**src/sv/assert_macros.svh**
```systemverilog
// ----------------------------------------------------------------------------
// assert_macros.svh
// concurrent assertion macros shared by the console writer modules
// ----------------------------------------------------------------------------
`ifndef ASSERT_MACROS_SVH
`define ASSERT_MACROS_SVH
`ifndef SYNTH
`define TCW_ASSERT(lbl, clk, rst_n, prop, msg) \
    lbl: assert property (@(posedge clk) disable iff (!rst_n) (prop)) else $error(msg);
`define TCW_ASSERT_NEVER(lbl, clk, rst_n, expr, msg) \
    lbl: assert property (@(posedge clk) disable iff (!rst_n) !(expr)) else $error(msg);
`else
`define TCW_ASSERT(lbl, clk, rst_n, prop, msg)
`define TCW_ASSERT_NEVER(lbl, clk, rst_n, expr, msg)
`endif
`endif

```
**src/sv/tcw_pkg.sv**
```systemverilog
// ----------------------------------------------------------------------------
// tcw_pkg
// types, constants and helpers of the text console writer
// ----------------------------------------------------------------------------
`default_nettype none

package tcw_pkg;

    localparam int ROWS       = 25;
    localparam int COLUMNS    = 80;
    localparam int CELLS      = ROWS * COLUMNS;
    localparam int COPY_CELLS = CELLS - COLUMNS;

    localparam int ROW_W   = $clog2(ROWS);
    localparam int COL_W   = $clog2(COLUMNS);
    localparam int ADDR_W  = $clog2(CELLS);
    localparam int SWEEP_W = $clog2(CELLS + 1);

    localparam int CMD_W     = 2;
    localparam int CHAR_W    = 8;
    localparam int STYLE_W   = 8;
    localparam int ROW_IN_W  = 5;
    localparam int COL_IN_W  = 7;
    localparam int OFF_W     = 11;
    localparam int CELL_W    = CHAR_W + STYLE_W;

    localparam int Q_DEPTH = 2;
    localparam int Q_PTR_W = $clog2(Q_DEPTH);
    localparam int Q_CNT_W = $clog2(Q_DEPTH + 1);

    localparam logic [CHAR_W-1:0]  NEWLINE_CHAR = 8'd10;
    localparam logic [CHAR_W-1:0]  SPACE_CHAR   = 8'd32;
    localparam logic [CHAR_W-1:0]  NULL_CHAR    = 8'd0;
    localparam logic [STYLE_W-1:0] RESET_STYLE  = 8'd7;

    typedef enum logic [CMD_W-1:0] {
        CMD_PUT        = 2'd0,
        CMD_CLEAR      = 2'd1,
        CMD_SET_CURSOR = 2'd2,
        CMD_READ       = 2'd3
    } cmd_t;

    typedef enum logic [2:0] {
        OP_NOP     = 3'd0,
        OP_PUT     = 3'd1,
        OP_NEWLINE = 3'd2,
        OP_CLEAR   = 3'd3,
        OP_SETCUR  = 3'd4,
        OP_READ    = 3'd5
    } op_t;

    typedef struct packed {
        op_t                op;
        logic [CHAR_W-1:0]  character;
        logic [STYLE_W-1:0] style;
        logic [ROW_W-1:0]   row;
        logic [COL_W-1:0]   column;
        logic [ADDR_W-1:0]  addr;
    } item_t;

    typedef struct packed {
        logic [OFF_W-1:0]   cursor_offset;
        logic [CHAR_W-1:0]  cell_character;
        logic [STYLE_W-1:0] cell_style;
        logic               scrolled;
    } result_t;

    typedef struct packed {
        logic full;
        logic valid;
    } queue_status_t;

    function automatic logic [ADDR_W-1:0] cell_offset(input logic [ROW_W-1:0] r,
                                                      input logic [COL_W-1:0] c);
        return ADDR_W'(r) * ADDR_W'(COLUMNS) + ADDR_W'(c);
    endfunction

endpackage

`default_nettype wire

```
**src/sv/tcw_cmd_if.sv**
```systemverilog
// ----------------------------------------------------------------------------
// tcw_cmd_if
// command request channel of the text console writer
// ----------------------------------------------------------------------------
`default_nettype none

interface tcw_cmd_if;
    logic                          valid;
    logic                          ready;
    logic [tcw_pkg::CMD_W-1:0]     command;
    logic [tcw_pkg::CHAR_W-1:0]    character;
    logic [tcw_pkg::STYLE_W-1:0]   style;
    logic [tcw_pkg::ROW_IN_W-1:0]  row;
    logic [tcw_pkg::COL_IN_W-1:0]  column;

    modport source (output valid, command, character, style, row, column, input ready);
    modport sink   (input valid, command, character, style, row, column, output ready);
endinterface

`default_nettype wire

```
**src/sv/tcw_front.sv**
```systemverilog
// ----------------------------------------------------------------------------
// tcw_front
// accepts command requests, classifies them and clamps coordinates
// ----------------------------------------------------------------------------
`default_nettype none

module tcw_front (
    tcw_cmd_if.sink                     cmd,
    input  wire logic                   init_busy,
    input  wire tcw_pkg::queue_status_t q_status,
    output logic                        push,
    output tcw_pkg::item_t              push_item
);

    logic [tcw_pkg::ROW_W-1:0] row_clamped;
    logic [tcw_pkg::COL_W-1:0] col_clamped;
    tcw_pkg::op_t              op;

    assign cmd.ready = !q_status.full && !init_busy;
    assign push      = cmd.valid && cmd.ready;

    assign row_clamped = (32'(cmd.row) > tcw_pkg::ROWS - 1)
                       ? tcw_pkg::ROW_W'(tcw_pkg::ROWS - 1)
                       : tcw_pkg::ROW_W'(cmd.row);
    assign col_clamped = (32'(cmd.column) > tcw_pkg::COLUMNS - 1)
                       ? tcw_pkg::COL_W'(tcw_pkg::COLUMNS - 1)
                       : tcw_pkg::COL_W'(cmd.column);

    always_comb
    begin
        unique case (tcw_pkg::cmd_t'(cmd.command))
            tcw_pkg::CMD_PUT:
            begin
                priority if (cmd.character == tcw_pkg::NULL_CHAR)
                    op = tcw_pkg::OP_NOP;
                else if (cmd.character == tcw_pkg::NEWLINE_CHAR)
                    op = tcw_pkg::OP_NEWLINE;
                else
                    op = tcw_pkg::OP_PUT;
            end
            tcw_pkg::CMD_CLEAR:      op = tcw_pkg::OP_CLEAR;
            tcw_pkg::CMD_SET_CURSOR: op = tcw_pkg::OP_SETCUR;
            tcw_pkg::CMD_READ:       op = tcw_pkg::OP_READ;
            default:                 op = tcw_pkg::OP_NOP;
        endcase
    end

    assign push_item = '{
        op:        op,
        character: cmd.character,
        style:     cmd.style,
        row:       row_clamped,
        column:    col_clamped,
        addr:      tcw_pkg::cell_offset(row_clamped, col_clamped)
    };

endmodule

`default_nettype wire

```
**src/flat_wrapper.sv**
```systemverilog
// flat-port wrapper written by rule: the top's interface ports become plain ports
module tcw_front_flat 
  (init_busy, q_status, push, push_item, cmd_valid, cmd_command, cmd_character, cmd_style, cmd_row, cmd_column, cmd_ready);
  tcw_cmd_if cmd_i ();
  input  wire logic init_busy;
  input  wire tcw_pkg::queue_status_t q_status;
  output logic push;
  output tcw_pkg::item_t push_item;
  input wire logic [$bits(cmd_i.valid)-1:0] cmd_valid;
  input wire logic [$bits(cmd_i.command)-1:0] cmd_command;
  input wire logic [$bits(cmd_i.character)-1:0] cmd_character;
  input wire logic [$bits(cmd_i.style)-1:0] cmd_style;
  input wire logic [$bits(cmd_i.row)-1:0] cmd_row;
  input wire logic [$bits(cmd_i.column)-1:0] cmd_column;
  output wire logic [$bits(cmd_i.ready)-1:0] cmd_ready;
  assign cmd_i.valid = cmd_valid;
  assign cmd_i.command = cmd_command;
  assign cmd_i.character = cmd_character;
  assign cmd_i.style = cmd_style;
  assign cmd_i.row = cmd_row;
  assign cmd_i.column = cmd_column;
  assign cmd_ready = cmd_i.ready;
  tcw_front u_core (.cmd(cmd_i), .init_busy(init_busy), .q_status(q_status), .push(push), .push_item(push_item));
endmodule
```
**config.mk**
```make
export PLATFORM = sky130hd
export DESIGN_NAME = tcw_front_flat
export DESIGN_NICKNAME = d
export VERILOG_FILES = /design/src/sv/assert_macros.svh /design/src/sv/tcw_pkg.sv /design/src/sv/tcw_cmd_if.sv /design/src/sv/tcw_front.sv /design/src/flat_wrapper.sv
export SDC_FILE = /design/constraint.sdc
export NUM_CORES = 1
export LEC_CHECK = 0
export ABC_CLOCK_PERIOD_IN_PS = 3600
export BUFFER_PORTS_ARGS = -buffer_cell sky130_fd_sc_hd__buf_2
export CORE_MARGIN = 2
export CORE_UTILIZATION = 33
export DETAILED_ROUTE_END_ITERATION = 16
export PLACE_DENSITY = 0.82
export REMOVE_ABC_BUFFERS = 1
export SYNTH_ARGS = -nofsm -noshare
export SYNTH_HDL_FRONTEND = slang
export SYNTH_SLANG_ARGS = --single-unit
export TNS_END_PERCENT = 1
```
**constraint.sdc**
```tcl
create_clock -name vclk -period 3.6
set_input_delay 0.54 -clock vclk [all_inputs]
set_output_delay 0.54 -clock vclk [all_outputs]
set_load 0.02 [all_outputs]
```
==> results.toml, run 1 <==
[outcome]
status = "complete, no violations"

[critical_path]
slowest_stage = "fa_1"
crit_path_end_kind = "primary output"
critPathLaunchType = "input pin"
slowest_delay_ns = 0.48
cp.required_ns = 3.06
worst-endpoint-arrival_ns = 2.87
path_cells = "buf_2 -> nand2_1 -> and2_1 -> ha_1 -> ha_1 -> inv_1 -> fa_1 -> nor4b_2 -> xor2_1 -> xnor2_1 -> buf_2"
critical_path_peak_fanout = 4
crit_type = "in2out"

[routing]
via_per_inst = 4.787
antenna_left = 0
detail_route.wl_per_cell_um = 11.32
vias = 608
drt_iter0_drc = 5
route.detailed.drc = 0
routed_wirelength_um = 1438
first_pass_iters = 4

[global_routing]
grt_usage_pct = 13.94
grt-ovfl-total = 0
grt_pass1_wl_um = 2242
antenna_found_initial = 0
grt_max_degree = 6
grt_pass1_vias = 554

[synth]
netlist_instances = 73
ys_seq_area_share_pct = 0
avgSynthCellArea_sq_um = 7.884
synth_area_leader_cell = "buf_4"
synth_cell_type_count = 21
synth_top_area_share_pct = 26.09
yosys_warnings = 0
yosys-top-cells-area = "buf_4 (26%), ha_1 (20%), xnor2_1 (7.6%)"
netlist_area_sq_um = 575.6

[timing]
maxSlewHeadroom_pct = 73.98
maxSlewViolCount = 0
final.min_clock_period_ns = 3.412
tightest_slew_ns = 0.3862
fmax_ghz = 0.2930
final_hold_viol_count = 0
fin_crit_sh_pct = 94.79
timing.setup.tns_ns = 0
setup_viol = 0
grt_setup_unrepaired = "no"

[layout]
n_clock_buffer = 0
seq_cells = 0
drive_gt1_share_pct = 58.18
seq_area_sq_um = 0
antenna_cells = 0
area_delta_synth_final_pct = 28.04
num-nets-final = 157
utilization_pct = 43.63

[power]
seqPwrFrac_pct = 0
power.density_nw_per_um2 = 217.0
p_leak_nw = 0.4333
clock_power_share_pct = 0
power.internal_mw = 0.06320
vdd_drop_max_uv = 116.0
switching_power_mw = 0.09670
pwr-share-comb_pct = 100.0
swShare_pct = 60.47

[die]
die_x_um = 45.76
core_area_sq_um = 1689
die_h_um = 45.76
rows = 15
start_util_pct = 34.07
die-area_sq_um = 2094
io_pins = 78

[cts]
cts-resized-gates = 0
post_cts_buffers = 0
hold_buffers = 0

[worst_hold_path]
hp-class = "in2out"
hold_end = "push_item[24]"
whs_path_depth = 0
min-delay-start = "cmd_style[1]"

[place]
dpl.hpwl_um = 1353
place_congestion = 0.7374
port_buffers = 61

[run]
maxCapViolCount = 0
-- final cells by class --
type	count	area (sq um)
well taps	17	21.27
multi-input cells	46	399.1
inverters	3	11.26
fillers	174	952.2
repair buffers	61	305.3
-- placed cells by master, fill, tap and decap left out --
cell | synthesis | layout
nor3_2 | 1 | 1
and2_1 | 4 | 4
ha_1 | 9 | 9
a21oi_1 | 4 | 4
or2_1 | 1 | 1
inv_1 | 3 | 3
nor2_1 | 2 | 2
a31oi_1 | 1 | 1
xnor2_1 | 5 | 5
xor2_1 | 3 | 3
nor2b_1 | 3 | 3
nand2_1 | 1 | 1
fa_1 | 2 | 2
a21o_1 | 2 | 2
nor4b_2 | 1 | 1
nor3b_1 | 1 | 1
or4_4 | 1 | 1
nand2b_1 | 4 | 4
o21ai_0 | 1 | 1
buf_2 | 0 | 61
-- per-stage QoR --
| step | power (mW) | area (sq um) | instances | hold slack (ns) | worst slack (ns) |
|---|---|---|---|---|---|
| 2_1_floorplan | 0.09425 | 410.4 | 49 | 1.080 | 0.3357 |
| 3_3_place_gp | 0.1572 | 737.0 | 127 | 1.080 | 0.2423 |
| 3_5_place_dp | 0.1611 | 737.0 | 127 | 1.080 | 0.1798 |
| 4_1_cts | 0.1619 | 737.0 | 127 | 1.080 | 0.1782 |
| 5_1_grt | 0.1754 | 737.0 | 127 | 1.080 | 0.06383 |
| 6_report | 0.1599 | 737.0 | 127 | 1.080 | 0.1876 |
-- synthesized netlist by cell type --
cell	number
clkbuf_1	4
a21o_1	2
nor3b_1	1
nand2_1	1
inv_1	3
a31oi_1	1
nor2_1	2
o21ai_0	1
xnor2_1	5
or2_1	1
fa_1	2
nor4b_2	1
ha_1	9
nor3_2	1
nor2b_1	3
nand2b_1	4
xor2_1	3
or4_4	1
a21oi_1	4
and2_1	4
buf_4	20
-- worst max path at each step --
stage,to,startpoint,cells after the start
after global routing,push_item[10],cmd_row[4],11
after detailed placement,push_item[10],cmd_row[4],11
after CTS,push_item[10],cmd_row[4],11
after global placement,push_item[10],cmd_row[4],11
final,push_item[10],cmd_row[4],11
after floorplan,push_item[10],cmd_row[3],9
-- metal layers --
layer / wire length (um) / part of all wire, % / GRT usage, %
met5: 0 / 0 / 0
met4: 0 / 0 / 0
met3: 181 / 13 / 6.349
met2: 780 / 54 / 27.61
met1: 476 / 33 / 13.92
-- critical path: cells and delay by family --
kind          cells  cell delay (ns)
xor+xnor          2             0.33
fa+ha+maj         3             1.00
buf+inv           3             0.38
simple gates      3             0.64
-- power by group through the flow --
stage / clock, mW / combinational, mW / sequential [mW]
after global routing: 0 / 0.175 / 0
after floorplan: 0 / 0.0942 / 0
after detailed placement: 0 / 0.161 / 0
final: 0 / 0.160 / 0
after global placement: 0 / 0.157 / 0
after CTS: 0 / 0.162 / 0
-- logic make-up (layout without fill, tap and decap cells) --
kind of cell | after synthesis | after routing | synth area share [%]
simple gates | 19 | 19 | 22.61
compound gates | 8 | 8 | 8.043
fa+ha+maj | 11 | 11 | 26.52
buf+inv | 27 | 64 | 30.65
xor+xnor | 8 | 8 | 12.17
Power figures use the tool's default switching activity.
==> run 2: changes to the inputs <==
ABC_CLOCK_PERIOD_IN_PS = 3100   (was 3600)
CORE_UTILIZATION = 30   (was 33)
PLACE_DENSITY = 0.79   (was 0.82)
clock period = 3.1 ns   (was 3.6 ns; I/O delays follow)
==> run 2 against run 1 <==
  * Via count fell by 2.1%
  * Hold slack got worse by 0.15 ns
  * Power rose by 34%
  * First-iteration DRC count fell by 80%
  * Non-clock buffer count rose by 5
  * Routed wire length rose by 12%
  * Die area rose by 9.1%
  * Sequential cell count did not move
  * Sequential share of layout area did not move
  * Worst setup slack got worse by 0.070 ns
  * Core utilization rose by 4.0 points
  * Critical path type unchanged
  * Largest cell class unchanged
  * Largest power group unchanged
  * Highest routed layer unchanged
==> results.toml, run 2 (same netlist as run 1, synthesis figures left out) <==
[routing]
via_per_inst = 4.250
first_pass_iters = 2
routed_wirelength_um = 1615
antenna_left = 0
drt_iter0_drc = 1
detail_route.wl_per_cell_um = 11.54
vias = 595
route.detailed.drc = 0

[power]
seqPwrFrac_pct = 0
swShare_pct = 56.73
vdd_drop_max_uv = 102.2
pwr-share-comb_pct = 100.0
power.internal_mw = 0.09279
clock_power_share_pct = 0
power.density_nw_per_um2 = 255.1
switching_power_mw = 0.1217
p_leak_nw = 0.4675

[layout]
num-nets-final = 162
area_delta_synth_final_pct = 46.09
design_area_sq_um = 840.8
seq_area_sq_um = 0
seq_cells = 0
final_common_cell = "buf_2"
antenna_cells = 0
fillers = 186
final_cell_mix = "buf_2 (60), ha_1 (6), buf_4 (6)"
n_clock_buffer = 0
fin_cells = 140
utilization_pct = 47.66
drive_gt1_share_pct = 67.83

[timing]
fmax_ghz = 0.3352
maxSlewHeadroom_pct = 73.37
tightest_slew_ns = 0.3953
final_hold_viol_count = 0
final.min_clock_period_ns = 2.983
maxSlewViolCount = 0
fin_crit_sh_pct = 96.22
fin_ws_ns = 0.1171
grt_setup_unrepaired = "no"
hold_ws_ns = 0.9300
setup_viol = 0

[critical_path]
crit_type = "in2out"
cp.required_ns = 2.63
crit_path_end_kind = "primary output"
worst-endpoint-arrival_ns = 2.52
critPathLaunchType = "input pin"
critical_path_peak_fanout = 3

[place]
dp_slack_ns = -0.08119
place_congestion = 0.7035
dp_cells = 140
dpl_cell_area_sq_um = 784.5
port_buffers = 61
dpl.hpwl_um = 1436

[global_routing]
grtUsageMet1_pct = 15.66
grt-ovfl-total = 0
grt_pass1_wl_um = 2332
use_met3_pct = 9.057
grt_pass1_vias = 560
grt_max_degree = 6
met2_usage_pct = 24.27
antenna_found_initial = 0
busiest_layer = "met2"
grt_usage_pct = 14.10

[run]
maxCapViolCount = 0

[die]
core_area_sq_um = 1764
rows = 15
io_pins = 78
die_x_um = 47.80
start_util_pct = 32.62
die-area_sq_um = 2285
die_h_um = 47.80

[worst_hold_path]
hp-class = "in2out"

[cts]
post_cts_buffers = 0

[outcome]
status = "complete, no violations"
run 2: changes by cell type in the layout (fill, tap and decap cells not counted), moves of 2 or more:
cell | before | now
and2_4 | 0 | 2
ha_1 | 9 | 6
ha_4 | 0 | 2
buf_4 | 0 | 6
and2_1 | 4 | 2
run 2: worst max-delay path, stage by stage:
cell and delay [ns]:
buf_2 0.09, nand2_2 0.06, and2_4 0.17, ha_4 0.24, ha_4 0.16, inv_2 0.06, fa_2 0.47, nor4b_4 0.30
xor2_1 0.20, xnor2_1 0.14, buf_4 0.16
run 2: what timing repair did:
action,4_1_cts,5_1_grt
endpoints found under the setup margin,1,1
cloned,0,0
pin swaps,5,2
hold buffers,0,0
resized for setup,8,4
run 2: cell type report:
| cell class | instances | area [sq um] | area share (%) |
|---|---|---|---|
| tap | 25 | 31.28 | 3.720 |
| inverter | 3 | 11.26 | 1.339 |
| multi-input combinational | 46 | 452.9 | 53.87 |
| timing repair buffer | 66 | 345.3 | 41.07 |
run 2: final timing paths:
path                     start  depth (start not counted)             to
hold / removal    cmd_style[6]                          0  push_item[29]
setup / recovery    cmd_row[3]                         11  push_item[10]
run 2: power by group through the flow:
stage	Sequential, mW	Clock (mW)	Combinational, mW
after detailed placement	0	0	0.198
after global routing	0	0	0.233
after floorplan	0	0	0.109
final	0	0	0.214
after global placement	0	0	0.193
after CTS	0	0	0.209
run 2: layer usage:
| metal | routed length, um | vias up |
|---|---|---|
| met4 | 0 | 0 |
| met1 | 571 | 262 |
| met2 | 767 | 32 |
| met5 | 0 | - |
| met3 | 276 | 0 |
| li1 | - | 301 |
run 2: metrics by stage:
step / power [mW] / setup TNS (ns)
5_1_grt: 0.2330 / 0
2_1_floorplan: 0.1095 / -0.01433
4_1_cts: 0.2089 / 0
3_3_place_gp: 0.1929 / -0.003570
6_report: 0.2145 / 0
3_5_place_dp: 0.1976 / -0.08119
