## src/sv/assert_macros.svh

```systemverilog
// ----------------------------------------------------------------------------
// assert_macros.svh
// concurrent assertion macros shared by the console writer modules
// ----------------------------------------------------------------------------
`ifndef ASSERT_MACROS_SVH
`define ASSERT_MACROS_SVH
`ifndef SYNTH
`define TCW_ASSERT(lbl, clk, rst_n, prop, msg) \
    lbl: assert property (@(posedge clk) disable iff (!rst_n) (prop)) else $error(msg);
`define TCW_ASSERT_NEVER(lbl, clk, rst_n, expr, msg) \
    lbl: assert property (@(posedge clk) disable iff (!rst_n) !(expr)) else $error(msg);
`else
`define TCW_ASSERT(lbl, clk, rst_n, prop, msg)
`define TCW_ASSERT_NEVER(lbl, clk, rst_n, expr, msg)
`endif
`endif

```

## src/sv/tcw_pkg.sv

```systemverilog
// ----------------------------------------------------------------------------
// tcw_pkg
// types, constants and helpers of the text console writer
// ----------------------------------------------------------------------------
`default_nettype none

package tcw_pkg;

    localparam int ROWS       = 25;
    localparam int COLUMNS    = 80;
    localparam int CELLS      = ROWS * COLUMNS;
    localparam int COPY_CELLS = CELLS - COLUMNS;

    localparam int ROW_W   = $clog2(ROWS);
    localparam int COL_W   = $clog2(COLUMNS);
    localparam int ADDR_W  = $clog2(CELLS);
    localparam int SWEEP_W = $clog2(CELLS + 1);

    localparam int CMD_W     = 2;
    localparam int CHAR_W    = 8;
    localparam int STYLE_W   = 8;
    localparam int ROW_IN_W  = 5;
    localparam int COL_IN_W  = 7;
    localparam int OFF_W     = 11;
    localparam int CELL_W    = CHAR_W + STYLE_W;

    localparam int Q_DEPTH = 2;
    localparam int Q_PTR_W = $clog2(Q_DEPTH);
    localparam int Q_CNT_W = $clog2(Q_DEPTH + 1);

    localparam logic [CHAR_W-1:0]  NEWLINE_CHAR = 8'd10;
    localparam logic [CHAR_W-1:0]  SPACE_CHAR   = 8'd32;
    localparam logic [CHAR_W-1:0]  NULL_CHAR    = 8'd0;
    localparam logic [STYLE_W-1:0] RESET_STYLE  = 8'd7;

    typedef enum logic [CMD_W-1:0] {
        CMD_PUT        = 2'd0,
        CMD_CLEAR      = 2'd1,
        CMD_SET_CURSOR = 2'd2,
        CMD_READ       = 2'd3
    } cmd_t;

    typedef enum logic [2:0] {
        OP_NOP     = 3'd0,
        OP_PUT     = 3'd1,
        OP_NEWLINE = 3'd2,
        OP_CLEAR   = 3'd3,
        OP_SETCUR  = 3'd4,
        OP_READ    = 3'd5
    } op_t;

    typedef struct packed {
        op_t                op;
        logic [CHAR_W-1:0]  character;
        logic [STYLE_W-1:0] style;
        logic [ROW_W-1:0]   row;
        logic [COL_W-1:0]   column;
        logic [ADDR_W-1:0]  addr;
    } item_t;

    typedef struct packed {
        logic [OFF_W-1:0]   cursor_offset;
        logic [CHAR_W-1:0]  cell_character;
        logic [STYLE_W-1:0] cell_style;
        logic               scrolled;
    } result_t;

    typedef struct packed {
        logic full;
        logic valid;
    } queue_status_t;

    function automatic logic [ADDR_W-1:0] cell_offset(input logic [ROW_W-1:0] r,
                                                      input logic [COL_W-1:0] c);
        return ADDR_W'(r) * ADDR_W'(COLUMNS) + ADDR_W'(c);
    endfunction

endpackage

`default_nettype wire

```

## src/sv/tcw_queue.sv

```systemverilog
// ----------------------------------------------------------------------------
// tcw_queue
// short fifo of classified requests between front and back
// ----------------------------------------------------------------------------
`default_nettype none
`include "assert_macros.svh"

module tcw_queue (
    input  wire logic              clk,
    input  wire logic              rst_n,
    input  wire logic              push,
    input  wire tcw_pkg::item_t    push_item,
    input  wire logic              pop,
    output tcw_pkg::item_t         head_item,
    output tcw_pkg::queue_status_t status
);

    tcw_pkg::item_t                 store_reg [tcw_pkg::Q_DEPTH];
    logic [tcw_pkg::Q_PTR_W-1:0]    wr_ptr_reg, wr_ptr_next;
    logic [tcw_pkg::Q_PTR_W-1:0]    rd_ptr_reg, rd_ptr_next;
    logic [tcw_pkg::Q_CNT_W-1:0]    count_reg, count_next;

    assign status.full  = (count_reg == tcw_pkg::Q_CNT_W'(tcw_pkg::Q_DEPTH));
    assign status.valid = (count_reg != '0);
    assign head_item    = store_reg[rd_ptr_reg];

    always_comb
    begin
        wr_ptr_next = push ? wr_ptr_reg + tcw_pkg::Q_PTR_W'(1) : wr_ptr_reg;
        rd_ptr_next = pop  ? rd_ptr_reg + tcw_pkg::Q_PTR_W'(1) : rd_ptr_reg;
        count_next  = count_reg;
        if (push && !pop)
            count_next = count_reg + tcw_pkg::Q_CNT_W'(1);
        else if (pop && !push)
            count_next = count_reg - tcw_pkg::Q_CNT_W'(1);
    end

    always_ff @(posedge clk or negedge rst_n)
    begin
        if (!rst_n)
        begin
            wr_ptr_reg <= '0;
            rd_ptr_reg <= '0;
            count_reg  <= '0;
        end
        else
        begin
            wr_ptr_reg <= wr_ptr_next;
            rd_ptr_reg <= rd_ptr_next;
            count_reg  <= count_next;
        end
    end

    always_ff @(posedge clk)
    begin
        if (push)
            store_reg[wr_ptr_reg] <= push_item;
    end

    `TCW_ASSERT_NEVER(a_no_push_full, clk, rst_n, push && status.full, "push into full queue")
    `TCW_ASSERT_NEVER(a_no_pop_empty, clk, rst_n, pop && !status.valid, "pop from empty queue")

endmodule

`default_nettype wire

```

## config.mk

```make
export PLATFORM = sky130hd
export DESIGN_NAME = tcw_queue
export DESIGN_NICKNAME = d
export VERILOG_FILES = /design/src/sv/tcw_pkg.sv /design/src/sv/tcw_queue.sv
export VERILOG_INCLUDE_DIRS = /design/src /design/src/sv
export SDC_FILE = /design/constraint.sdc
export NUM_CORES = 1
export LEC_CHECK = 0
export BUFFER_PORTS_ARGS = -buffer_cell sky130_fd_sc_hd__buf_4
export CORE_ASPECT_RATIO = 1.75
export CORE_MARGIN = 2
export CORE_UTILIZATION = 45
export DETAILED_ROUTE_END_ITERATION = 8
export PLACE_DENSITY = 0.7
export SYNTH_ARGS = -nofsm -noshare
export SYNTH_HDL_FRONTEND = slang
export SYNTH_SLANG_ARGS = --single-unit
```

## constraint.sdc

```tcl
create_clock -name clk -period 4.26 [get_ports clk]
set_clock_uncertainty 0.1 [all_clocks]
set_input_delay 1.065 -clock clk [delete_from_list [all_inputs] [get_ports clk]]
set_output_delay 1.065 -clock clk [all_outputs]
set_load 0.01 [all_outputs]
```

==> results of run 1 <==
[power by group through the flow]
stage               combinational, mW  clock [mW]  sequential (mW)
floorplan                       0.685           0             1.21
global placement                0.945           0             1.27
detailed placement              0.954           0             1.28
CTS                             0.955       0.789             1.26
global route                     1.00       0.829             1.28
finish                          0.935       0.769             1.26
[routing by layer]
metal | global-route usage (%) | up-vias
li1 | - | 760
met1 | 14.14 | 776
met2 | 23.33 | 56
met3 | 5.076 | 13
met4 | 7.692 | 0
met5 | 0 | -
[logic make-up (layout without fill, tap and decap cells)]
kind of cell / Yosys count / after routing / synth area share (%)
multiplexers: 42 / 42 / 18.10
XOR/XNOR: 5 / 5 / 1.280
adder cells (fa/ha/maj): 1 / 1 / 0.3656
AND/OR/NAND/NOR: 5 / 5 / 0.8410
buffers and inverters: 6 / 108 / 2.779
flip-flops: 88 / 88 / 76.64
[per-stage QoR]
step | instance area [um^2] | total power, mW | std cells | hold slack, ns | utilization, %
5_1_grt | 4448 | 3.105 | 337 | 0.4069 | 59.61
4_1_cts | 4448 | 3.006 | 337 | 0.4085 | 59.61
3_3_place_gp | 4146 | 2.213 | 321 | 0.3922 | 55.57
6_report | 4448 | 2.963 | 337 | 0.4106 | 59.61
3_5_place_dp | 4146 | 2.232 | 321 | 0.4038 | 55.57
2_1_floorplan | 3422 | 1.899 | 147 | 0.3474 | -
[final timing paths]
path                                           from                          to  slack, ns
min reg2reg                count_reg[1]$_DFFE_PN0P_    count_reg[1]$_DFFE_PN0P_       0.41
max reg2reg                  wr_ptr_reg$_DFFE_PN0P_  store_reg[0][40]$_DFFE_PP_       2.42
max in group asynchronous                     rst_n      rd_ptr_reg$_DFFE_PN0P_       3.52
min                        count_reg[1]$_DFFE_PN0P_    count_reg[1]$_DFFE_PN0P_       0.41
max                          rd_ptr_reg$_DFFE_PN0P_               head_item[17]       1.19
min in group asynchronous                     rst_n    count_reg[0]$_DFFE_PN0P_       0.42
[critical path, stage by stage (launching register included)]
cell and delay (ns):
dfrtp_2 0.78, buf_12 0.29, mux2_4 0.33, buf_4 0.14
[final cells by class]
cell class	instances	area, um^2
Multi-Input combinational cell	53	713.2
Tap cell	88	110.1
Inverter	1	3.754
Timing Repair Buffer	91	695.7
Clock inverter	2	37.54
Sequential cell	88	2624
Clock buffer	14	264.0
Fill cell	582	3014
[cells in the final DEF, fill, tap and decap left out, types with 2 or more instances in the layout]
| cell type | n |
|---|---|
| buf_4 | 90 |
| clkbuf_8 | 2 |
| clkbuf_1 | 3 |
| dfrtp_1 | 3 |
| edfxtp_1 | 84 |
| mux2_2 | 3 |
| clkbuf_16 | 9 |
| xor2_1 | 4 |
| mux2_4 | 39 |
==> results.py, run 1 <==
metrics = {
    "outcome": {
        "status": "finished clean",
    },
    "floorplan": {
        "dieArea_um2": 8346,
        "dieWidth_um": 69.92,
        "start_util_pct": 45.86,
        "row_count": 42,
        "ios": 90,
        "die_h_um": 119.4,
        "core_area_um2": 7462,
    },
    "sta": {
        "finalHoldViolations": 0,
        "slew_viol_final": 0,
        "worst_slack_ns": 1.192,
        "rsz0062_at_grt": "no",
        "fmax_ghz": 0.3260,
        "tns_ns": 0,
        "period_minus_slack_ns": 3.068,
        "setup_viol": 0,
        "tightest_slew_ns": 1.028,
        "slew_headroom_pct": 31.44,
        "post-route-period-util_pct": 72.02,
    },
    "routing": {
        "wl_met1_um": 1868,
        "drc": 0,
        "vias_per_cell": 4.763,
        "route.vias.total": 1605,
        "first_pass_iters": 4,
        "dr.max_layer_used": "met4",
        "drt-total-wl_um": 5414,
        "met2_length_um": 3051,
        "wl_per_cell_um": 16.07,
        "ant_nets": 0,
        "drt-initial-drc-count": 57,
        "met3_length_um": 304,
    },
    "finish": {
        "final_nets": 291,
        "drive_above_1_share_pct": 60.24,
        "largest_register_ffs": 84,
        "area_growth_pct": 29.98,
        "diodes": 0,
    },
    "clock_network": {
        "numCtsBuffers": 9,
        "clk_pin_slew_worst_paths_ns": 0.06,
        "post_cts_buffers": 0,
        "cts_buffer_depth": 2,
        "ctsRootBufferMaster": "clkbuf_16",
        "ctsHoldBuffers": 0,
        "cts.sinks": 88,
        "cts_tree": "built",
        "post_cts_resized": 0,
        "clk_latency_ns": 0.34,
        "htreeDepth": 3,
    },
    "pwr": {
        "p_seq_share_pct": 42.5,
        "switchingPower_uw": 768.7,
        "peakVddDrop_mv": 0.4294,
        "clkPwrFrac_pct": 25.9,
        "p_comb_share_pct": 31.6,
        "switching_share_pct": 25.95,
        "power_density_nw_per_um2": 666.0,
        "p_leak_nw": 1.802,
        "p_int_mw": 2.194,
    },
    "setup_path": {
        "worstSetupEndpointType": "primary output",
        "crit_required_ns": 3.09,
        "r2r_cells": 2,
        "critPathLaunchType": "flip-flop",
        "worstSetupPathType": "flip-flop to primary output",
        "arrival_ns": 1.90,
        "crit_fanout": 24,
    },
    "logic_synthesis": {
        "synth_cell_types": 14,
        "avgSynthCellArea_um2": 23.28,
        "yosysTopAreaCell": "edfxtp_1",
        "yosysMostFrequentCell": "edfxtp_1",
        "synth_edf_count": 84,
        "synth_seq_cells": 88,
        "ys.warnings.count": 0,
        "synth_top_area_share_pct": 73.71,
        "synth_fp_nets": 194,
        "syn_inst": 147,
        "synthesis.area_um2": 3422,
        "ys_dominant_reg_cell": "edfxtp_1",
        "async_flop_share_pct": 4.545,
        "seq_area_frac_synth_pct": 76.64,
        "yosys-top-cells-area": "edfxtp_1 74%, mux2_4 17%, dfrtp_1 2.9%",
        "synthTopCellsByCount": "84 x edfxtp_1, 39 x mux2_4, 4 x buf_12, 4 x dfrtp_1, 4 x xor2_1",
    },
    "grt": {
        "grt_pass1_vias": 1711,
        "antenna_found_initial": 0,
        "track_usage_pct": 13.64,
        "overflow": 0,
        "grt_pass1_wl_um": 8293,
        "grt_max_degree": 43,
    },
    "placed_design": {
        "dp_slack_ns": 1.537,
        "globalplace.congestion": 0.6918,
        "post-dp-hpwl_um": 3712,
        "placement.io_buffers": 89,
    },
    "min_path": {
        "hold_depth": 1,
        "hold_class": "flip-flop to flip-flop",
    },
    "job": {
        "cap_violations": 0,
    },
}
Note: power is estimated with default switching activity, not from simulation.
==> inputs of run 2 (changes only) <==
--- a/config.mk
+++ b/config.mk
@@ -11,7 +11,7 @@
 export CORE_MARGIN = 2
 export CORE_UTILIZATION = 45
 export DETAILED_ROUTE_END_ITERATION = 8
-export PLACE_DENSITY = 0.7
+export PLACE_DENSITY = 0.73
 export SYNTH_ARGS = -nofsm -noshare
 export SYNTH_HDL_FRONTEND = slang
 export SYNTH_SLANG_ARGS = --single-unit
==> constraint.sdc (replaced) <==
create_clock -name clk -period 2.7 [get_ports clk]
set_clock_uncertainty 0.1 [all_clocks]
set_input_delay 0.675 -clock clk [delete_from_list [all_inputs] [get_ports clk]]
set_output_delay 0.675 -clock clk [all_outputs]
set_load 0.01 [all_outputs]
==> run 2 against run 1 <==
Compared with the run above: via count increased by 3.2%; worst hold slack got worse by 0.38 ns; combinational power rose by 71%; first-iteration DRC count is 25% higher; critical path depth unchanged; worst setup slack got worse by 0.79 ns; count of clock-buffer cells in the layout fell by 5; critical endpoint is now head_item[7]; largest power group unchanged.
==> results.py, run 2 (synthesis results as in run 1) <==
metrics = {
    "outcome": {
        "status": "finished clean",
    },
    "pwr": {
        "power_density_nw_per_um2": 1059,
        "p_leak_nw": 1.841,
        "finalPower_mw": 4.775,
        "peakVddDrop_mv": 0.7021,
    },
    "grt": {
        "grt_pass1_wl_um": 8970,
        "antenna_found_initial": 0,
        "grt_max_degree": 28,
        "track_usage_pct": 14.72,
        "overflow": 0,
        "grt_pass1_vias": 1830,
    },
    "routing": {
        "drt-total-wl_um": 5678,
        "drt-initial-drc-count": 71,
        "drc": 0,
        "ant_nets": 0,
        "route.vias.total": 1656,
        "wl_per_cell_um": 16.60,
        "first_pass_iters": 4,
        "vias_per_cell": 4.842,
    },
    "finish": {
        "multiInputGateArea_um2": 713.2,
        "layout_common_cells": "94 x buf_4, 84 x edfxtp_1, 39 x mux2_4",
        "drive_above_1_share_pct": 61.81,
        "largest_register_ffs": 84,
        "diodes": 0,
        "final.fill_count": 591,
        "area_growth_pct": 31.74,
        "final_cells": 342,
        "layout_commonest_cell": "buf_4",
        "regArea_um2": 2624,
        "final_nets": 296,
    },
    "sta": {
        "period_minus_slack_ns": 2.296,
        "post-route-period-util_pct": 85.03,
        "tns_ns": 0,
        "tightest_slew_ns": 0.4122,
        "setup_viol": 0,
        "slew_viol_final": 0,
        "slew_headroom_pct": 72.46,
        "finalHoldViolations": 0,
        "rsz0062_at_grt": "no",
        "fmax_ghz": 0.4356,
    },
    "setup_path": {
        "rrSetupSlack_ns": 1.20,
        "max_stage_delay_ns": 0.39,
        "cpMostUsedCell": "buf_4",
        "worstSetupEndpointType": "primary output",
        "cpMaxStageDelayCell": "dfrtp_2",
        "critPathLaunchType": "flip-flop",
        "path_cells": "buf_4 > mux2_4 > buf_4",
        "worstSetupPathType": "flip-flop to primary output",
        "crit_required_ns": 1.92,
        "crit_fanout": 16,
        "arrival_ns": 1.52,
    },
    "clock_network": {
        "clk_pin_slew_worst_paths_ns": 0.06,
        "cts.sinks": 88,
        "post_cts_buffers": 0,
        "clk_latency_ns": 0.33,
        "cts_tree": "built",
        "ctsRootBufferMaster": "clkbuf_16",
        "numCtsBuffers": 9,
        "ctsHoldBuffers": 0,
        "post_cts_resized": 0,
        "htreeDepth": 3,
        "cts_buffer_depth": 2,
    },
    "placed_design": {
        "post-dp-hpwl_um": 4012,
        "globalplace.congestion": 0.7269,
        "placement.io_buffers": 89,
        "dp.cells": 326,
    },
    "floorplan": {
        "row_count": 42,
        "core_area_um2": 7462,
        "die_h_um": 119.4,
        "start_util_pct": 45.86,
        "dieArea_um2": 8346,
        "dieWidth_um": 69.92,
        "ios": 90,
    },
    "min_path": {
        "hold_class": "primary input to asynchronous set/reset pin",
    },
    "job": {
        "cap_violations": 0,
    },
}
-- run 2: worst paths after layout --
check,startpoint,depth (start not counted),to
max reg2reg,wr_ptr_reg$_DFFE_PN0P_,2,store_reg[1][41]$_DFFE_PP_
max in group asynchronous,rst_n,1,rd_ptr_reg$_DFFE_PN0P_
max,rd_ptr_reg$_DFFE_PN0P_,3,head_item[7]
min in group clk,count_reg[1]$_DFFE_PN0P_,1,count_reg[1]$_DFFE_PN0P_
min reg2reg,count_reg[1]$_DFFE_PN0P_,1,count_reg[1]$_DFFE_PN0P_
min,rst_n,1,rd_ptr_reg$_DFFE_PN0P_
-- run 2: worst max-delay path: cells and delay by family (launching register included) --
kind | cells | cell delay [ns]
flip-flops | 1 | 0.39
buffers and inverters | 2 | 0.45
multiplexers | 1 | 0.34
-- run 2: layout make-up --
| class | count | share of cell area, % |
|---|---|---|
| flip-flops and latches | 88 | 58.20 |
| repair buffers | 96 | 16.54 |
| multi-input cells | 53 | 15.82 |
| clock buffers | 9 | 4.996 |
| well taps | 88 | 2.442 |
| clock inverters | 7 | 1.915 |
| inverters | 1 | 0.08326 |
-- run 2: power breakdown --
group	internal, mW	total (mW)	switching [mW]	leakage [nW]
Combinational	0.913	1.60	0.687	0.854
Sequential	1.82	1.91	0.0897	0.834
Clock	0.801	1.27	0.467	0.153
-- run 2: stage by stage --
step	hold slack, ns	utilization, %	setup WS, ns	cell area [um^2]
2_1_floorplan	0.2794	-	0.3861	3425
3_3_place_gp	0.3686	56.24	0.7673	4197
3_5_place_dp	0.3805	56.24	0.7411	4197
4_1_cts	0.01508	60.41	0.3747	4508
5_1_grt	0.01670	60.41	0.3511	4508
6_report	0.02776	60.41	0.4042	4508
-- run 2: per-layer routing --
| metal | up-vias | track usage [%] | wire length [um] |
|---|---|---|---|
| met5 | - | 0 | 0 |
| met3 | 10 | 4.738 | 318 |
| met1 | 820 | 13.71 | 1875 |
| met2 | 51 | 27.32 | 3349 |
| met4 | 0 | 8.293 | 135 |
| li1 | 775 | - | - |
==> inputs of run 3 (changes only) <==
--- a/config.mk
+++ b/config.mk
@@ -6,12 +6,13 @@
 export SDC_FILE = /design/constraint.sdc
 export NUM_CORES = 1
 export LEC_CHECK = 0
+export ABC_AREA = 1
 export BUFFER_PORTS_ARGS = -buffer_cell sky130_fd_sc_hd__buf_4
 export CORE_ASPECT_RATIO = 1.75
 export CORE_MARGIN = 2
-export CORE_UTILIZATION = 45
+export CORE_UTILIZATION = 47
 export DETAILED_ROUTE_END_ITERATION = 8
-export PLACE_DENSITY = 0.73
+export PLACE_DENSITY = 0.75
 export SYNTH_ARGS = -nofsm -noshare
 export SYNTH_HDL_FRONTEND = slang
 export SYNTH_SLANG_ARGS = --single-unit
==> run 3 against run 2 <==
Compared with the run above: first-iteration DRC count grew 5.6%; die area shrank 3.6%; combinational power is essentially flat; sequential cell count is the same; design area grew 0.11%; total power shrank 0.63%; highest routed layer unchanged; synthesized area grew 0.51%; non-clock buffer count shrank 2; utilization grew 2.9 points; count of clock-buffer cells in the layout grew 3; via count grew 0.42%; largest power group unchanged.
==> results.py, run 3 <==
metrics = {
    "outcome": {
        "status": "finished clean",
    },
    "routing": {
        "route.vias.total": 1663,
        "vias_per_cell": 4.793,
        "wl_per_cell_um": 15.83,
        "drt-initial-drc-count": 75,
        "drc": 0,
        "ant_nets": 0,
        "first_pass_iters": 4,
        "drt-total-wl_um": 5493,
    },
    "sta": {
        "tns_ns": 0,
        "slew_viol_final": 0,
        "setup_viol": 0,
        "period_minus_slack_ns": 2.367,
        "finalHoldViolations": 0,
        "slew_headroom_pct": 55.22,
        "fmax_ghz": 0.4225,
        "post-route-period-util_pct": 87.67,
        "tightest_slew_ns": 0.6675,
        "rsz0062_at_grt": "no",
    },
    "pwr": {
        "p_leak_nw": 1.856,
        "peakVddDrop_mv": 0.8615,
        "power_density_nw_per_um2": 1051,
        "finalPower_mw": 4.745,
    },
    "clock_network": {
        "clk_latency_ns": 0.33,
        "cts_tree": "built",
        "ctsHoldBuffers": 0,
        "cts_buffer_depth": 2,
        "post_cts_resized": 0,
        "numCtsBuffers": 9,
        "cts.sinks": 88,
        "ctsRootBufferMaster": "clkbuf_16",
        "htreeDepth": 3,
        "clk_pin_slew_worst_paths_ns": 0.06,
        "post_cts_buffers": 0,
    },
    "min_path": {
        "hold_class": "primary input to asynchronous set/reset pin",
    },
    "setup_path": {
        "r2r_cells": 3,
        "reg2reg_to": "store_reg[1][35]$_DFFE_PP_",
        "endpoint": "head_item[1]",
        "rrSetupSlack_ns": 0.90,
        "max_stage_delay_ns": 0.45,
        "crit_fanout": 39,
        "crit_required_ns": 1.92,
        "worstSetupPathType": "flip-flop to primary output",
        "reg2reg_from": "wr_ptr_reg$_DFFE_PN0P_",
        "path_depth": 3,
        "startpoint": "rd_ptr_reg$_DFFE_PN0P_",
        "critPathLaunchType": "flip-flop",
        "arrival_ns": 1.59,
        "path_buf_inv": 2,
        "critPathTopFamily": "buffers and inverters",
        "path_cells": "buf_12 > mux2_4 > buf_4",
        "worstSetupEndpointType": "primary output",
        "cpMaxStageDelayCell": "dfrtp_2",
    },
    "floorplan": {
        "start_util_pct": 48.24,
        "core_area_um2": 7131,
        "row_count": 41,
        "dieArea_um2": 8045,
        "die_h_um": 117.2,
        "dieWidth_um": 68.67,
        "ios": 90,
    },
    "logic_synthesis": {
        "synthTopCellsByCount": "84 x edfxtp_1, 39 x mux2_4, 7 x inv_1, 6 x nand2_1",
        "synthesis.area_um2": 3440,
        "seq_area_frac_synth_pct": 76.25,
        "ys_dominant_reg_cell": "edfxtp_1",
        "synth_seq_cells": 88,
        "synth_fp_nets": 203,
        "synth_top_area_share_pct": 73.34,
        "async_flop_share_pct": 4.545,
        "synth_edf_count": 84,
        "avgSynthCellArea_um2": 22.05,
        "syn_inst": 156,
        "ys.warnings.count": 0,
        "yosysMostFrequentCell": "edfxtp_1",
        "yosysTopAreaCell": "edfxtp_1",
        "synth_cell_types": 14,
        "yosys-top-cells-area": "edfxtp_1 73%, mux2_4 17%, dfrtp_1 2.9%",
    },
    "grt": {
        "grt_pass1_vias": 1769,
        "track_usage_pct": 14.95,
        "grt_max_degree": 40,
        "grt_util_met1_pct": 14.89,
        "grt_pass1_wl_um": 8211,
        "overflow": 0,
        "antenna_found_initial": 0,
        "grt_util_met3_pct": 4.780,
        "busiest_layer": "met2",
        "grtUsageMet2_pct": 26.15,
    },
    "finish": {
        "drive_above_1_share_pct": 59.00,
        "layout_commonest_cell": "buf_4",
        "final_nets": 303,
        "layout_common_cells": "92 x buf_4, 84 x edfxtp_1, 39 x mux2_4",
        "largest_register_ffs": 84,
        "utilization_pct": 63.29,
        "area_growth_pct": 31.21,
        "final_cells": 347,
        "fin_area_um2": 4513,
        "diodes": 0,
    },
    "placed_design": {
        "placement.io_buffers": 89,
        "placed_area_um2": 4195,
        "dp.cells": 331,
        "globalplace.congestion": 0.7446,
    },
    "job": {
        "cap_violations": 0,
    },
}
[run 3: metal layers]
metal	vias to the layer above	wire [um]
li1	792	-
met2	58	3276
met4	0	49
met5	-	0
met3	5	315
met1	808	1852
[run 3: power by group]
group          internal [mW]  leakage [nW]  switching [mW]
Sequential              1.82         0.834          0.0954
Combinational          0.892         0.867           0.687
Clock                  0.791         0.155           0.461
Total                   3.50          1.86            1.24
[run 3: area by class of cell]
type                    instances  area [um^2]
fillers                       505         2618
inverters                       7        26.28
clock inverters                 4        51.30
well taps                      86        107.6
flip-flops and latches         88         2624
clock buffers                  12        266.5
repair buffers                 94        730.7
multi-input cells              56        706.9
[run 3: worst min path at each step]
stage | start | to | slack, ns
3_5_place_dp | rst_n | wr_ptr_reg$_DFFE_PN0P_ | 0.38
3_3_place_gp | count_reg[1]$_DFFE_PN0P_ | count_reg[1]$_DFFE_PN0P_ | 0.36
5_1_grt | rst_n | count_reg[1]$_DFFE_PN0P_ | 0.02
4_1_cts | rst_n | rd_ptr_reg$_DFFE_PN0P_ | 0.01
2_1_floorplan | rst_n | count_reg[0]$_DFFE_PN0P_ | 0.28
6_report | rst_n | rd_ptr_reg$_DFFE_PN0P_ | 0.03
[run 3: metrics by stage]
| stage | worst slack, ns | hold WS, ns |
|---|---|---|
| after floorplan | 0.3973 | 0.2794 |
| after global placement | 0.5193 | 0.3557 |
| after detailed placement | 0.4948 | 0.3761 |
| after CTS | 0.3028 | 0.01496 |
| after global routing | 0.2715 | 0.01512 |
| final | 0.3329 | 0.02963 |
[run 3: logic make-up (layout without fill, tap and decap cells)]
kind of cell | count (synthesis) | after routing | share of synthesized area (%)
xor gates and xnor gates | 3 | 3 | 0.7641
adders and majority gates | 1 | 1 | 0.3637
buffers and inverters | 12 | 117 | 3.420
DFF | 88 | 88 | 76.25
muxes | 42 | 42 | 18.01
and+or+nand+nor | 10 | 10 | 1.200
